## config.mk

```make
export PLATFORM = sky130hd
export DESIGN_NAME = zone_trimmed_mean_distance_top
export DESIGN_NICKNAME = d
export VERILOG_FILES = /design/src/rtl/core/ztmd_pkg.sv /design/src/rtl/core/zone_trimmed_mean_distance_top.sv /design/src/rtl/core/ztmd_store.sv /design/src/rtl/core/ztmd_div.sv
export SDC_FILE = /design/constraint.sdc
export NUM_CORES = 1
export LEC_CHECK = 0
export BUFFER_PORTS_ARGS = -buffer_cell sky130_fd_sc_hd__buf_2
export CELL_PAD_IN_SITES_DETAIL_PLACEMENT = 2
export CELL_PAD_IN_SITES_GLOBAL_PLACEMENT = 2
export CORE_ASPECT_RATIO = 1.75
export CORE_MARGIN = 3
export CORE_UTILIZATION = 30
export DETAILED_ROUTE_END_ITERATION = 16
export GPL_ROUTABILITY_DRIVEN = 0
export GPL_TIMING_DRIVEN = 0
export PLACE_DENSITY = 0.56
export SYNTH_ARGS = -nofsm -noshare
export SYNTH_HDL_FRONTEND = slang
export SYNTH_HIERARCHICAL = 1
export SYNTH_SLANG_ARGS = --single-unit
```

## constraint.sdc

```tcl
create_clock -name clk -period 5.8 [get_ports clk]
set_clock_uncertainty 0.05 [all_clocks]
set_input_delay 0.58 -clock clk [delete_from_list [all_inputs] [get_ports clk]]
set_output_delay 0.58 -clock clk [all_outputs]
set_load 0.01 [all_outputs]
```

## src/rtl/core/ztmd_pkg.sv

```systemverilog
// Types and constants of the zone trimmed mean distance block.
// No dependencies; used by every module of the block.
package ztmd_pkg;

  localparam int ZONES_DEFAULT = 16;

  localparam int DIST_W   = 12;
  localparam int PCT_W    = 7;
  localparam int STATUS_W = 8;
  localparam int RAW_W    = 16;
  localparam int VCNT_W   = 5;
  localparam int CFG_W    = 12;
  localparam int CFG_IDX_W = 2;

  localparam logic [STATUS_W-1:0] STATUS_OK_A = 8'd5;
  localparam logic [STATUS_W-1:0] STATUS_OK_B = 8'd9;

  localparam logic [PCT_W-1:0]  TRIM_LOW_RESET  = 7'd10;
  localparam logic [PCT_W-1:0]  TRIM_HIGH_RESET = 7'd10;
  localparam logic [DIST_W-1:0] MIN_DIST_RESET  = 12'd30;
  localparam logic [DIST_W-1:0] MAX_DIST_RESET  = 12'd4000;

  localparam logic [CFG_IDX_W-1:0] CFG_TRIM_LOW  = 2'd0;
  localparam logic [CFG_IDX_W-1:0] CFG_TRIM_HIGH = 2'd1;
  localparam logic [CFG_IDX_W-1:0] CFG_MIN_DIST  = 2'd2;
  localparam logic [CFG_IDX_W-1:0] CFG_MAX_DIST  = 2'd3;

  // Division by 100 as multiplication by 2^20/100, exact for products below 43600.
  localparam int RECIP_W     = 14;
  localparam int RECIP_SHIFT = 20;
  localparam logic [RECIP_W-1:0] RECIP_100 = 14'd10486;

  typedef struct packed {
    logic [STATUS_W-1:0]      zone_status;
    logic signed [RAW_W-1:0]  zone_range_mm;
    logic                     last_zone;
  } ztmd_in_t;

  typedef struct packed {
    logic [DIST_W-1:0] range_mm;
    logic [VCNT_W-1:0] valid_count;
    logic              used_median;
  } ztmd_out_t;

endpackage

```

## src/rtl/core/zone_trimmed_mean_distance_top.sv

```systemverilog
// Zone trimmed mean distance: a zone word that is kept is inserted into a sorted store, each
// larger stored entry shifted up. A last zone then runs the trim math (skipped with no zone
// kept), then either sums the entries left after trimming and divides serially, or reads the
// median, and emits the result; input stalls meanwhile.
// Synchronous active-high reset clears the count and the result valid flag and restores the
// register defaults; the store itself is not cleared.
module zone_trimmed_mean_distance_top #(
  parameter int ZONES = ztmd_pkg::ZONES_DEFAULT
) (
  input  logic                           clk,
  input  logic                           rst,
  input  logic                           in_valid,
  output logic                           in_stall,
  input  ztmd_pkg::ztmd_in_t             in_data,
  output logic                           out_valid,
  input  logic                           out_stall,
  output ztmd_pkg::ztmd_out_t            out_data,
  input  logic                           cfg_we,
  input  logic [ztmd_pkg::CFG_IDX_W-1:0] cfg_index,
  input  logic [ztmd_pkg::CFG_W-1:0]     cfg_data
);
  import ztmd_pkg::*;

  localparam int NW = $clog2(ZONES + 1);
  localparam int AW = (ZONES > 1) ? $clog2(ZONES) : 1;
  localparam int PW = NW + PCT_W;
  localparam int MW = PW + RECIP_W;
  localparam int RW = PW + 2;
  localparam int SW = DIST_W + NW;

  localparam logic [3:0] S_IDLE    = 4'd0;
  localparam logic [3:0] S_INS_RD  = 4'd1;
  localparam logic [3:0] S_INS_CMP = 4'd2;
  localparam logic [3:0] S_TLO_A   = 4'd3;
  localparam logic [3:0] S_TLO_B   = 4'd4;
  localparam logic [3:0] S_THI_A   = 4'd5;
  localparam logic [3:0] S_THI_B   = 4'd6;
  localparam logic [3:0] S_CHK     = 4'd7;
  localparam logic [3:0] S_SUM_RD  = 4'd8;
  localparam logic [3:0] S_SUM_ACC = 4'd9;
  localparam logic [3:0] S_DIV_GO  = 4'd10;
  localparam logic [3:0] S_DIV_WT  = 4'd11;
  localparam logic [3:0] S_MED_RD  = 4'd12;
  localparam logic [3:0] S_MED     = 4'd13;
  localparam logic [3:0] S_EMIT    = 4'd14;

  logic [3:0]        state;
  logic [PCT_W-1:0]  trim_low;
  logic [PCT_W-1:0]  trim_high;
  logic [DIST_W-1:0] min_dist;
  logic [DIST_W-1:0] max_dist;

  logic [DIST_W-1:0] zone_mm;
  logic              last;
  logic [NW-1:0]     kept;
  logic [NW-1:0]     pos;
  logic [NW-1:0]     idx;
  logic [NW-1:0]     end_idx;
  logic [NW-1:0]     divisor;
  logic [PW-1:0]     lo;
  logic [MW-1:0]     prod;
  logic [SW-1:0]     sum;
  logic [DIST_W-1:0] res_dist;
  logic              res_med;

  logic              in_fire;
  logic              zone_ok;
  logic [PW-1:0]     mul_a;
  logic [RECIP_W-1:0] mul_b;
  logic [PCT_W-1:0]  pct_sel;
  logic [PW-1:0]     quot100;
  logic [PW-1:0]     trim_now;
  logic signed [RW-1:0] rem_now;

  logic              mem_we;
  logic [AW-1:0]     mem_waddr;
  logic [DIST_W-1:0] mem_wdata;
  logic [AW-1:0]     mem_raddr;
  logic [DIST_W-1:0] mem_rdata;

  logic              div_start;
  logic              div_done;
  logic [SW-1:0]     div_quot;

  assign in_stall = state != S_IDLE;
  assign in_fire  = in_valid && !in_stall;

  assign zone_ok = (in_data.zone_status == STATUS_OK_A || in_data.zone_status == STATUS_OK_B)
                   && !in_data.zone_range_mm[RAW_W-1]
                   && in_data.zone_range_mm[RAW_W-2:0] >= (RAW_W-1)'(min_dist)
                   && in_data.zone_range_mm[RAW_W-2:0] <= (RAW_W-1)'(max_dist);

  always_comb begin
    if (state == S_TLO_A || state == S_THI_A) begin
      mul_a = PW'(state == S_TLO_A ? trim_low : trim_high);
      mul_b = RECIP_W'(kept);
    end else begin
      mul_a = prod[PW-1:0];
      mul_b = RECIP_100;
    end
  end

  assign pct_sel  = (state == S_THI_A) ? trim_low : trim_high;
  assign quot100  = PW'(prod[MW-1:RECIP_SHIFT]);
  assign trim_now = (pct_sel == '0) ? '0 : ((quot100 == '0) ? PW'(1) : quot100);
  assign rem_now  = RW'(kept) - RW'(lo) - RW'(trim_now);

  always_comb begin
    mem_we    = 1'b0;
    mem_waddr = pos[AW-1:0];
    mem_wdata = zone_mm;
    mem_raddr = idx[AW-1:0];
    case (state)
      S_INS_RD: begin
        mem_raddr = AW'(pos - 1'b1);
        if (pos == '0) begin
          mem_we = 1'b1;
        end
      end
      S_INS_CMP: begin
        mem_we = 1'b1;
        if (mem_rdata > zone_mm) begin
          mem_wdata = mem_rdata;
        end
      end
      S_MED_RD: begin
        mem_raddr = AW'(kept >> 1);
      end
      default: begin
      end
    endcase
  end

  assign div_start = state == S_DIV_GO;

  always_ff @(posedge clk) begin
    if (rst) begin
      trim_low  <= TRIM_LOW_RESET;
      trim_high <= TRIM_HIGH_RESET;
      min_dist  <= MIN_DIST_RESET;
      max_dist  <= MAX_DIST_RESET;
    end else if (cfg_we) begin
      case (cfg_index)
        CFG_TRIM_LOW:  trim_low  <= cfg_data[PCT_W-1:0];
        CFG_TRIM_HIGH: trim_high <= cfg_data[PCT_W-1:0];
        CFG_MIN_DIST:  min_dist  <= cfg_data[DIST_W-1:0];
        CFG_MAX_DIST:  max_dist  <= cfg_data[DIST_W-1:0];
        default: begin
        end
      endcase
    end
  end

  always_ff @(posedge clk) begin
    if (rst) begin
      state     <= S_IDLE;
      kept      <= '0;
      out_valid <= 1'b0;
    end else begin
      if (out_valid && !out_stall && state != S_EMIT) begin
        out_valid <= 1'b0;
      end
      case (state)
        S_IDLE: begin
          if (in_fire) begin
            zone_mm <= in_data.zone_range_mm[DIST_W-1:0];
            last    <= in_data.last_zone;
            pos     <= kept;
            if (zone_ok && kept < NW'(ZONES)) begin
              state <= S_INS_RD;
            end else if (in_data.last_zone) begin
              state <= S_TLO_A;
            end
          end
        end
        S_INS_RD: begin
          if (pos == '0) begin
            kept  <= kept + 1'b1;
            state <= last ? S_TLO_A : S_IDLE;
          end else begin
            state <= S_INS_CMP;
          end
        end
        S_INS_CMP: begin
          if (mem_rdata > zone_mm) begin
            pos   <= pos - 1'b1;
            state <= S_INS_RD;
          end else begin
            kept  <= kept + 1'b1;
            state <= last ? S_TLO_A : S_IDLE;
          end
        end
        S_TLO_A: begin
          if (kept == '0) begin
            res_dist <= '0;
            res_med  <= 1'b0;
            state    <= S_EMIT;
          end else begin
            prod  <= mul_a * mul_b;
            state <= S_TLO_B;
          end
        end
        S_TLO_B: begin
          prod  <= mul_a * mul_b;
          state <= S_THI_A;
        end
        S_THI_A: begin
          lo    <= trim_now;
          prod  <= mul_a * mul_b;
          state <= S_THI_B;
        end
        S_THI_B: begin
          prod  <= mul_a * mul_b;
          state <= S_CHK;
        end
        S_CHK: begin
          if (rem_now > $signed(RW'(2))) begin
            idx     <= NW'(lo);
            end_idx <= NW'(RW'(kept) - RW'(trim_now));
            divisor <= NW'(rem_now);
            sum     <= '0;
            state   <= S_SUM_RD;
          end else begin
            state <= S_MED_RD;
          end
        end
        S_SUM_RD: begin
          state <= S_SUM_ACC;
        end
        S_SUM_ACC: begin
          sum <= sum + SW'(mem_rdata);
          idx <= idx + 1'b1;
          if (idx + 1'b1 == end_idx) begin
            state <= S_DIV_GO;
          end else begin
            state <= S_SUM_RD;
          end
        end
        S_DIV_GO: begin
          state <= S_DIV_WT;
        end
        S_DIV_WT: begin
          if (div_done) begin
            res_dist <= div_quot[DIST_W-1:0];
            res_med  <= 1'b0;
            state    <= S_EMIT;
          end
        end
        S_MED_RD: begin
          state <= S_MED;
        end
        S_MED: begin
          res_dist <= mem_rdata;
          res_med  <= 1'b1;
          state    <= S_EMIT;
        end
        S_EMIT: begin
          if (!out_valid || !out_stall) begin
            out_data.range_mm    <= res_dist;
            out_data.valid_count <= VCNT_W'(kept);
            out_data.used_median <= res_med;
            out_valid <= 1'b1;
            kept      <= '0;
            state     <= S_IDLE;
          end
        end
        default: begin
          state <= S_IDLE;
        end
      endcase
    end
  end

  ztmd_store #(
    .DEPTH(ZONES),
    .AW   (AW)
  ) u_store (
    .clk  (clk),
    .we   (mem_we),
    .waddr(mem_waddr),
    .wdata(mem_wdata),
    .raddr(mem_raddr),
    .rdata(mem_rdata)
  );

  ztmd_div #(
    .DW(SW),
    .VW(NW)
  ) u_div (
    .clk     (clk),
    .rst     (rst),
    .start   (div_start),
    .dividend(sum),
    .divisor (divisor),
    .done    (div_done),
    .quotient(div_quot)
  );

endmodule

```

## src/rtl/core/ztmd_store.sv

```systemverilog
// Sorted distance store: one write port and one registered read port.
// Uses ztmd_pkg for the distance width.
module ztmd_store #(
  parameter int DEPTH = ztmd_pkg::ZONES_DEFAULT,
  parameter int AW    = 4
) (
  input  logic                         clk,
  input  logic                         we,
  input  logic [AW-1:0]                waddr,
  input  logic [ztmd_pkg::DIST_W-1:0]  wdata,
  input  logic [AW-1:0]                raddr,
  output logic [ztmd_pkg::DIST_W-1:0]  rdata
);
  import ztmd_pkg::*;

  logic [DIST_W-1:0] mem [DEPTH];

  always_ff @(posedge clk) begin
    if (we) begin
      mem[waddr] <= wdata;
    end
    rdata <= mem[raddr];
  end

endmodule

```

## src/rtl/core/ztmd_div.sv

```systemverilog
// Restoring divider that retires one quotient bit per cycle.
// Uses ztmd_pkg only by convention; no other dependencies.
module ztmd_div #(
  parameter int DW = 16,
  parameter int VW = 5
) (
  input  logic          clk,
  input  logic          rst,
  input  logic          start,
  input  logic [DW-1:0] dividend,
  input  logic [VW-1:0] divisor,
  output logic          done,
  output logic [DW-1:0] quotient
);
  import ztmd_pkg::*;

  localparam int CW = $clog2(DW + 1);

  logic          busy;
  logic [CW-1:0] cnt;
  logic [VW-1:0] rem;
  logic [VW:0]   trial;
  logic          fits;

  assign trial = {rem, quotient[DW-1]};
  assign fits  = trial >= {1'b0, divisor};

  always_ff @(posedge clk) begin
    if (rst) begin
      busy <= 1'b0;
      done <= 1'b0;
      cnt  <= '0;
    end else begin
      done <= 1'b0;
      if (start) begin
        busy     <= 1'b1;
        cnt      <= CW'(DW);
        rem      <= '0;
        quotient <= dividend;
      end else if (busy) begin
        if (fits) begin
          rem <= VW'(trial - {1'b0, divisor});
        end else begin
          rem <= VW'(trial);
        end
        quotient <= {quotient[DW-2:0], fits};
        cnt      <= cnt - 1'b1;
        if (cnt == CW'(1)) begin
          busy <= 1'b0;
          done <= 1'b1;
        end
      end
    end
  end

endmodule

```

Word level (Yosys, flattened, before mapping)

Memory sizes are Yosys's and may differ from the RTL's. A register that Yosys moved wholly into a read port is not among the register bits.
Cells that the tools add are included.

Output and inout bits: 20
Memories: 1
Memory bits (writable): 192
Input port bits: 44
Register bits after elaboration: 190

Reduce and logical (&&, ||, !) cells: 45
$mul: 1
$add $sub $neg: 9
Order comparisons: 6
Multiplexer cells: 57
Equality and inequality tests: 32
Bitwise logic cells: 2

Memories:

| memory      | words | width | read ports | clocked after Yosys merged registers in | write ports | RTL line         | source |
|---|---|---|---|---|---|---|---|
| u_store.mem | 16    | 12    | 1          | 1                                       | 1           | ztmd_store.sv:16 | `logic [DIST_W-1:0] mem [DEPTH];` |

Operator list:

| kind                                                                  | number |
|---|---|
| 12-bit 2-to-1 mux                                                     | 5 |
| 4-bit one-hot mux with 15 select lines                                | 1 |
| 26-bit one-hot mux with 2 select lines                                | 1 |
| 17-bit 2-to-1 mux                                                     | 3 |
| 5-bit 2-to-1 mux                                                      | 10 |
| 12-bit one-hot mux with 3 select lines                                | 1 |
| 17-bit one-hot mux with 2 select lines                                | 1 |
| 4-bit == test, second input constant                                  | 7 |
| 12-bit by 14-bit multiplier with 26-bit output                        | 1 |
| 26-bit 2-to-1 mux                                                     | 1 |
| 4-bit 2-to-1 mux                                                      | 6 |
| 5-bit one-hot mux with 2 select lines                                 | 2 |
| 17-bit by 12-bit adder with 17-bit output                             | 1 |
| 4-bit by 3-bit == test with 1-bit output, second input constant       | 4 |
| 4-bit AND reduction                                                   | 4 |
| 15-bit by 12-bit greater-or-equal comparator with 1-bit output        | 1 |
| 15-bit by 12-bit <= comparator with 1-bit output                      | 1 |
| 5-bit one-hot mux with 3 select lines                                 | 1 |
| 3-bit AND reduction                                                   | 5 |
| 14-bit by 3-bit > comparator with 1-bit output, second input constant | 1 |
| 14-bit 2-to-1 mux                                                     | 1 |
| 7-bit 2-to-1 mux                                                      | 2 |
| 2-bit != test, second input constant                                  | 7 |
| 12-bit > comparator                                                   | 1 |
| other kinds (40)                                                      | 84 |

Logic depth before layout (Yosys ltp)

Gate-level depths: netlist (run 1).

Word-level depth: 9
Depth in mapped cells: 26
Gate-level depth less buffers: 25

Modules after synthesis

The synthesis (run 1) kept the hierarchy.

Modules (own cells, without submodules):

| module                         | area each (µm²) | cells each | times used |
|---|---|---|---|
| zone_trimmed_mean_distance_top | 12330.6         | 1271       | 1 |
| ztmd_store                     | 7599.8          | 329        | 1 |
| ztmd_div                       | 1467.7          | 117        | 1 |

Worst setup path before layout (run 1)

Ideal clock, no wire load.

Path type: flip-flop to flip-flop
Start point: reg state[0]
End point: reg prod[24], data pin
Clock period less this slack: 6245 ps
Arrival time: 5936 ps
Buffers on the path: 2
Path slack: -445 ps
Stages on the path, launching flop included: 24
Path through: dfxtp_1 -> clkbuf_1 -> nor2b_1 -> o21ai_1 -> clkbuf_1 -> nand2_1 -> inv_1 -> fa_1 -> inv_1 -> fa_1 -> inv_1 -> fa_1 -> inv_1 -> fa_1 -> fa_1 -> inv_1 -> ha_1 -> nand3_1 -> o21bai_1 -> a221oi_1 -> o21ai_1 -> a311oi_1 -> nor4b_1 -> a211o_1

Word-level cells in the longest chain between the ends: 6
Elaborated cells between the ends (all ways): 12
Classes of those cells: mul: 1; eq/ne: 4; mux: 5; reduce/logical: 2

Ends and longest elaborated chain:

| element                                                                                              | RTL line                                                                                                          | source |
|---|---|---|
| start: declaration                                                                                   | zone_trimmed_mean_distance_top.sv:47                                                                              | `logic [3:0] state;` |
| start signal: assignment                                                                             | zone_trimmed_mean_distance_top.sv:179                                                                             | `state <= last ? S_TLO_A : S_IDLE;` |
| start signal: assignment                                                                             | zone_trimmed_mean_distance_top.sv:190                                                                             | `state <= last ? S_TLO_A : S_IDLE;` |
| 4-bit by 2-bit == test with 1-bit output or 4-bit by 3-bit == test with 1-bit output (tied branches) | zone_trimmed_mean_distance_top.sv:94, zone_trimmed_mean_distance_top.sv:95, zone_trimmed_mean_distance_top.sv:163 |  |
| 7-bit 2-to-1 mux or 1-bit logical OR (tied branches)                                                 | zone_trimmed_mean_distance_top.sv:95, zone_trimmed_mean_distance_top.sv:94                                        |  |
| 12-bit 2-to-1 mux or 14-bit 2-to-1 mux (tied branches)                                               | zone_trimmed_mean_distance_top.sv:94                                                                              | `if (state == S_TLO_A \|\| state == S_THI_A) begin` |
| 12-bit by 14-bit multiplier with 26-bit output                                                       | -                                                                                                                 |  |
| 26-bit 2-to-1 mux                                                                                    | zone_trimmed_mean_distance_top.sv:194                                                                             | `if (kept == '0) begin` |
| 26-bit one-hot mux with 2 select lines *                                                             | zone_trimmed_mean_distance_top.sv:163                                                                             | `case (state)` |
| end signal: assignment                                                                               | zone_trimmed_mean_distance_top.sv:199                                                                             | `prod <= mul_a * mul_b;` |
| end signal: assignment                                                                               | zone_trimmed_mean_distance_top.sv:204                                                                             | `prod <= mul_a * mul_b;` |
| end signal: assignment                                                                               | zone_trimmed_mean_distance_top.sv:209                                                                             | `prod <= mul_a * mul_b;` |
| end: declaration                                                                                     | zone_trimmed_mean_distance_top.sv:61                                                                              | `logic [MW-1:0] prod;` |

Mark *: on every way between the ends. The rest lies on a longest branch, timed or not. The select of a mux whose other input is x is not followed.
A chain may end at the register's enable or synchronous reset.

Worst setup path after layout (run 1)

Start point: reg state[2]
End point: reg prod[24], data pin

The elaborated chain is that of the path after synthesis.

==> reports/metrics.cfg, run 1 <==
[status]
status = finished, violations left
failed_checks = setup timing

[drt]
dr.pass1.iters = 6
drtIter0Drc = 427
drc = 0
vias = 14000
vias_per_cell = 4.96
routed_wl_um = 66300
antenna_left = 0
routedWlPerCell_um = 23.4

[clocking]
clk_path_buf_depth = 3
clk_latency_ps = 580
numCtsBuffers = 41
tritoncts = yes
clock_sinks = 386
root_buffer = clkbuf_16
htreeDepth = 2
cts.clk_slew.worst_paths_ps = 70
cts-hold-fix-buffers = 0

[pwr]
switching_share = 0.388
p_leak_nw = 9.91
seqPwrFrac = 0.279
p_int_mw = 7.70
p_per_area_nw_per_um2 = 495
vdd_ir_drop_max_uv = 1050
switching_power_mw = 4.88
combPwrFrac = 0.515
power_frac_clock = 0.205

[timing]
max_freq_mhz = 172
fin_crit_ps = 5830
setup_ws_ps = -27.5
fin_tns_setup_ps = -35.3
final-setup-viol-count = 2
rsz0062_at_grt = true
worstMarginPinSlew_ps = 1390
max_slew_margin = 0.0691
final-max-slew-violation-count = 0
holdWs_ps = 177
finalHoldViolations = 0
period_share = 1.00

[synth]
synthTopCellsByArea = edfxtp_1, ha_1, fa_1
syn_inst = 1717
synthArstFlopShare = 0
synth_edf_count = 319
ys.flop_type = edfxtp_1
syn_area_per_cell_um2 = 12.5
syn_area_um2 = 21400
yosysTopAreaCell = edfxtp_1
ys_seq_area_frac = 0.510
synth_warnings = 6
ys_ff_latch = 386
synth.distinct_cells = 81
yosys.area.top_type_share = 0.448

[worst_setup_path]
reg2reg_slack_ps = -30
critPathMaxFanout = 5
crit_path_cell_trace = inv_2 > nor2_4 > o21ai_4 > buf_12 > clkbuf_16 > and2_4 > fa_1 > inv_2 > fa_1 > inv_2 > fa_1 > inv_2 > fa_1 > fa_1 > inv_2 > ha_4 > a21o_1 > a21oi_2 > a221oi_4 > o21ai_4 > a311oi_4 > nor4b_2 > a211o_1
start_kind = register
path_class = register to register
reg2reg_from = state[2]
path_delay_family = adder cells
path_buf_inv = 7
critPathLaunch = state[2]
slowest_delay_ps = 540
r2r_cells = 23
end_kind = register
crit_arrival_ps = 6080
required_ps = 6050
worst_path_max_delay_cell = fa_1
reg2reg_to = prod[24]

[place]
portBuffers = 63
dp_cells = 2714
dpl_worst_slack_ps = -1260
dp_hpwl_um = 52000

[layout]
seq_area_um2 = 10900
drive_gt1_frac = 0.206
utilization = 0.362
syn_to_final_growth_pct = 18.7
multi_input_area_um2 = 9920
fillers = 7245
instances_no_fill = 2832
layout.nets = 2168

[global_route]
grt_use_total = 0.178
grt_max_degree = 17
grt_remaining_overflow = 0
grt_pass1_wl_um = 101000
first_global_vias = 16500
grt_antenna_before_repair = 4

[run]
cap_viol_max_count = 0

[min_path]
hold_path_class = input pin to register
whs_path_depth = 1
hp-start = in_data[0]
hold_end = last

[die]
start_util = 0.305
core-area_um2 = 70100
fp-row-count = 128
die_y_um = 359
dieArea_um2 = 74700
die_w_um = 208
ios = 64

-- worst reg2reg max path, stage by stage, from the launching register on --
cell,delay [ps]
dfxtp_4,390
inv_2,60
nor2_4,140
o21ai_4,80
buf_12,140
clkbuf_16,160
and2_4,160
fa_1,490
inv_2,40
fa_1,500
inv_2,50
fa_1,490
inv_2,40
fa_1,460
fa_1,540
inv_2,50
ha_4,280
a21o_1,200
a21oi_2,110
a221oi_4,310
o21ai_4,120
a311oi_4,360
nor4b_2,90
a211o_1,250
-- cells in the final DEF, fill, tap and decap left out, types with 34 or more instances in the layout --
master       n
a21oi_1     69
buf_2       73
buf_4       39
clkbuf_1    34
clkbuf_16   44
dfxtp_1     63
edfxtp_1   319
fa_1        70
ha_1       142
inv_1      203
nand2_1    108
nor2_1      97
o21ai_0     40
-- cell type report --
type / instances / share of cell area
Antenna cell: 1 / 0.0000985
Clock buffer: 54 / 0.0432
Timing Repair Buffer: 125 / 0.0359
Clock inverter: 21 / 0.00699
Inverter: 222 / 0.0334
Multi-Input combinational cell: 1062 / 0.391
Sequential cell: 386 / 0.431
Buffer: 51 / 0.0143
Tap cell: 910 / 0.0448
-- routing by layer --
metal	share of wire	global-route usage	vias to the layer above
met5	0.00020	0	-
met4	0.045	0.0715	2
met3	0.025	0.0237	96
met2	0.60	0.373	166
met1	0.33	0.170	7223
li1	-	-	6546
-- cell usage after synthesis (all sizes together), types with 27 or more instances --
master	number
o21ai	55
mux4	48
edfxtp	319
a22oi	31
mux2	27
ha	157
fa	78
xnor2	27
inv	221
nor3	27
a21oi	78
nand2	117
nor2	110
clkbuf	35
dfxtp	67
-- power groups by stage --
| stage | registers, mW | logic [mW] | clock network (mW) |
|---|---|---|---|
| final | 3.51 | 6.48 | 2.59 |
| after global routing | 3.52 | 7.33 | 2.78 |
| after CTS | 3.51 | 6.29 | 2.68 |
| after detailed placement | 3.57 | 5.00 | 0 |
| after global placement | 3.57 | 4.83 | 0 |
| after floorplan | 3.42 | 3.57 | 0 |
-- logic make-up after synthesis --
group,share of synthesized area
buf+inv,0.0521
xor+xnor,0.0192
fa+ha+maj,0.165
flops,0.510
other cells,0.000351
simple gates,0.0851
mux,0.0753
compound gates,0.0927
-- sequential cells by signal (all words and copies together) (netlist names), 4 cells and up --
name	flops
end_idx	5
max_dist	12
trim_high	7
kept	5
lo	6
res_dist	12
out_data	18
min_dist	12
trim_low	7
u_div/rem	5
u_store/rdata	12
state	4
sum	17
u_div/quotient	17
u_store/mem	192
prod	18
zone_mm	12
u_div/cnt	5
divisor	5
pos	5
idx	5
-- per-stage QoR --
stage | power (mW) | instance area, um^2
floorplan | 6.99 | 21500
global placement | 8.40 | 23000
detailed placement | 8.57 | 23200
CTS | 12.5 | 25300
global route | 13.6 | 25400
finish | 12.6 | 25400
-- worst max path at each step --
stage,cells past startpoint,slack (ps),endpoint
finish,23,-30,prod[24]
global route,23,-210,prod[24]
CTS,23,-80,prod[24]
detailed placement,22,-1260,prod[24]
global placement,13,-2040,sum[15]
floorplan,24,0.2,prod[24]
-- repair_timing --
| action | in CTS | in global routing |
|---|---|---|
| setup buffers | 35 | 12 |
| endpoints found under the setup margin | 9 | 6 |
| pin swaps | 63 | 16 |
| gates resized for setup | 122 | 22 |
(Power assumes the default switching activity.)
==> inputs of run 2 (changes only) <==
--- a/config.mk
+++ b/config.mk
@@ -5,6 +5,7 @@
 export SDC_FILE = /design/constraint.sdc
 export NUM_CORES = 1
 export LEC_CHECK = 0
+export ABC_AREA = 1
 export BUFFER_PORTS_ARGS = -buffer_cell sky130_fd_sc_hd__buf_2
 export CELL_PAD_IN_SITES_DETAIL_PLACEMENT = 2
 export CELL_PAD_IN_SITES_GLOBAL_PLACEMENT = 2
@@ -14,7 +15,7 @@
 export DETAILED_ROUTE_END_ITERATION = 16
 export GPL_ROUTABILITY_DRIVEN = 0
 export GPL_TIMING_DRIVEN = 0
-export PLACE_DENSITY = 0.56
+export PLACE_DENSITY = 0.61
 export SYNTH_ARGS = -nofsm -noshare
 export SYNTH_HDL_FRONTEND = slang
 export SYNTH_HIERARCHICAL = 1
==> reports/metrics.cfg, run 2 <==
[status]
status = finished, final reports clean  ; was finished, violations left

[synth]
synth_edf_count = 319  ; unchanged
synthSimpleGateAreaFrac = 0.192  ; was 0.0851
muxShareOfSynthArea = 0  ; was 0.0753
synth_fa_ha_area_frac = 0.156  ; was 0.165
syn_inst = 2464  ; was 1,717
ys_seq_area_frac = 0.484  ; was 0.510
synth_top_family_by_area = simple AND/OR/NAND/NOR gates  ; was adder cells
yosysMostFrequentCell = nand2_1  ; was edfxtp_1
syn_area_per_cell_um2 = 9.16  ; was 12.5 um^2
yosysTopAreaCell = edfxtp_1  ; unchanged
ys_ff_latch = 386  ; unchanged
yosys-top-cells-count = nand2_1, inv_1, edfxtp_1, nand3_1, nor2_1  ; was edfxtp_1, inv_1, ha_1, nand2_1, nor2_1
synth_warnings = 6  ; unchanged
synthTopCellsByArea = edfxtp_1, nand2_1, ha_1  ; was edfxtp_1, ha_1, fa_1
synth_compound_area_frac = 0.0616  ; was 0.0927
synth.distinct_cells = 51  ; was 81
synth-xor-area-share = 0.0120  ; was 0.0192
synthArstFlopShare = 0  ; unchanged
syn_area_um2 = 22600  ; was 21,400 um^2
ys.flop_type = edfxtp_1  ; unchanged
yosys.area.top_type_share = 0.424  ; was 0.448

[worst_setup_path]
path_class = register to register  ; unchanged
crit_arrival_ps = 6010  ; was 6080 ps
required_ps = 6060  ; was 6050 ps
reg2reg_to = prod[21]  ; was prod[24]
reg2reg_from = state[2]  ; unchanged
start_kind = register  ; unchanged
r2r_cells = 28  ; was 23
critPathMaxFanout = 5  ; unchanged
end_kind = register  ; unchanged
crit_path_frequent_cell = inv_2
worst_path_max_delay_cell = fa_1  ; unchanged
slowest_delay_ps = 570  ; was 540 ps
reg2reg_slack_ps = 50  ; was -30 ps

[timing]
max_freq_mhz = 174  ; was 172 MHz
holdWs_ps = 162  ; was 177 ps
final-setup-viol-count = 0  ; was 2
fin_crit_ps = 5750  ; was 5830 ps
fin_tns_setup_ps = 0  ; was -35.3 ps
period_share = 0.992  ; was 1.00
finalHoldViolations = 0  ; unchanged
rsz0062_at_grt = true  ; unchanged
final-max-slew-violation-count = 0  ; unchanged
worstMarginPinSlew_ps = 1360  ; was 1390 ps
max_slew_margin = 0.0870  ; was 0.0691

[clocking]
cts-hold-fix-buffers = 0  ; unchanged
cts.clk_slew.worst_paths_ps = 60  ; was 70 ps
clock_sinks = 386  ; unchanged
tritoncts = yes  ; unchanged
clk_latency_ps = 580  ; about the same
numCtsBuffers = 42  ; was 41
clk_path_buf_depth = 3  ; unchanged
htreeDepth = 2  ; unchanged
root_buffer = clkbuf_16  ; unchanged

[drt]
routedWlPerCell_um = 23.0  ; was 23.4 um
dr.pass1.iters = 4  ; was 6
drc = 0  ; unchanged
vias_per_cell = 4.90  ; was 4.96
routed_wl_um = 83900  ; was 66,300 um
vias = 17900  ; was 14,000
drtIter0Drc = 554  ; was 427
antenna_left = 0  ; unchanged

[die]
start_util = 0.304  ; was 0.305
dieArea_um2 = 78700  ; was 74,700 um^2
core-area_um2 = 74300  ; was 70,100 um^2
fp-row-count = 132  ; was 128
die_y_um = 369  ; was 359 um
die_w_um = 213  ; was 208 um
ios = 64  ; unchanged

[global_route]
grt_max_degree = 23  ; was 17
grt_pass1_wl_um = 123000  ; was 101,000 um
grt_use_total = 0.212  ; was 0.178
first_global_vias = 20500  ; was 16,500
grt_antenna_before_repair = 2  ; was 4
grt_remaining_overflow = 0  ; unchanged

[layout]
top_register = u_store/mem  ; unchanged
drive_gt1_frac = 0.150  ; was 0.206
layout_commonest_cell = nand2_1  ; was edfxtp_1
reg.largest.list = u_store/mem x192, out_data x18, prod x18  ; unchanged
mostFrequentLayoutCells = nand2_1, inv_1, edfxtp_1  ; was edfxtp_1, inv_1, ha_1
syn_to_final_growth_pct = 19.4  ; was 18.7%
layout.nets = 2957  ; was 2,168
instances_no_fill = 3651  ; was 2,832
largest_register_ffs = 192  ; unchanged

[min_path]
hp-start = in_data[1]  ; was in_data[0]
hold_path_class = input pin to register  ; unchanged
hold_end = zone_mm[0]  ; was last
whs_path_depth = 1  ; unchanged

[place]
dp_cells = 3491  ; was 2,714
dp_hpwl_um = 65500  ; was 52,000 um
portBuffers = 63  ; unchanged

[run]
cap_viol_max_count = 0  ; unchanged

==> run 2: changes by cell type in the layout (fill, tap and decap cells not counted), sizes merged, moves of 29 or more <==
cell and delta:
nand2 +445, inv +257, nand3 +192, nor2 +78, buf +58, mux4 -48, o21ai +47, a22oi -31
a21oi +29
==> run 2: layer usage <==
metal | share of wire | track usage | vias to the layer above
met5 | 0 | 0 | -
met4 | 0.070 | 0.129 | 0
met3 | 0.021 | 0.0188 | 191
met2 | 0.59 | 0.442 | 279
met1 | 0.32 | 0.188 | 8991
li1 | - | - | 8411
==> run 2: worst max-delay path, delay by kind of cell (launching register included) <==
kind,cells,cell delay (ps)
buf+inv,11,820
simple gates,7,850
fa+ha+maj,6,2820
compound gates,3,480
xor+xnor,1,110
flops,1,370
==> run 2: area by class of cell <==
| class | instances | area (um^2) |
|---|---|---|
| fill | 8250 | 47400 |
| sequential | 386 | 10900 |
| multi-input combinational | 1549 | 10100 |
| inverter | 481 | 1820 |
| timing repair buffer | 161 | 1220 |
| tap | 938 | 1170 |
| clock buffer | 48 | 1110 |
| buffer | 57 | 315 |
| clock inverter | 30 | 256 |
| antenna | 1 | 2.50 |
==> run 2: repair_timing <==
action	4_1_cts	5_1_grt
pin swaps	17	35
setup endpoints to repair	11	44
buffers inserted	58	21
resized for setup	77	63
gates cloned	0	1
==> run 2: stage by stage <==
stage / cell area (um^2) / worst slack (ps) / util
finish: 27000 / 46.7 / 0.363
global route: 27000 / -94.8 / 0.363
CTS: 26500 / 0.203 / 0.356
detailed placement: 24400 / -1430 / 0.328
global placement: 24100 / -1340 / 0.324
floorplan: 22600 / 181 / -
==> run 2: worst max path at each step <==
| stage | cells after the start | end | start |
|---|---|---|---|
| 6_report | 28 | prod[21] | state[2] |
| 5_1_grt | 23 | prod[25] | state[2] |
| 4_1_cts | 26 | prod[25] | state[2] |
| 3_5_place_dp | 28 | prod[21] | state[2] |
| 3_3_place_gp | 28 | prod[21] | state[2] |
| 2_1_floorplan | 25 | prod[25] | state[2] |
==> run 2: logic make-up (layout without fill, tap and decap cells) <==
family                     after synthesis  after routing
and+or+nand+nor                       1020           1020
buffers and inverters                  538            777
DFF                                    386            386
AOI/OAI and AO/OA                      252            253
adders and majority gates              235            235
xor gates and xnor gates                31             31
other                                    2             11
Power of run 2 is not shown: default switching activity piles up to over one toggle a cycle in this logic, so the estimate is an artifact.
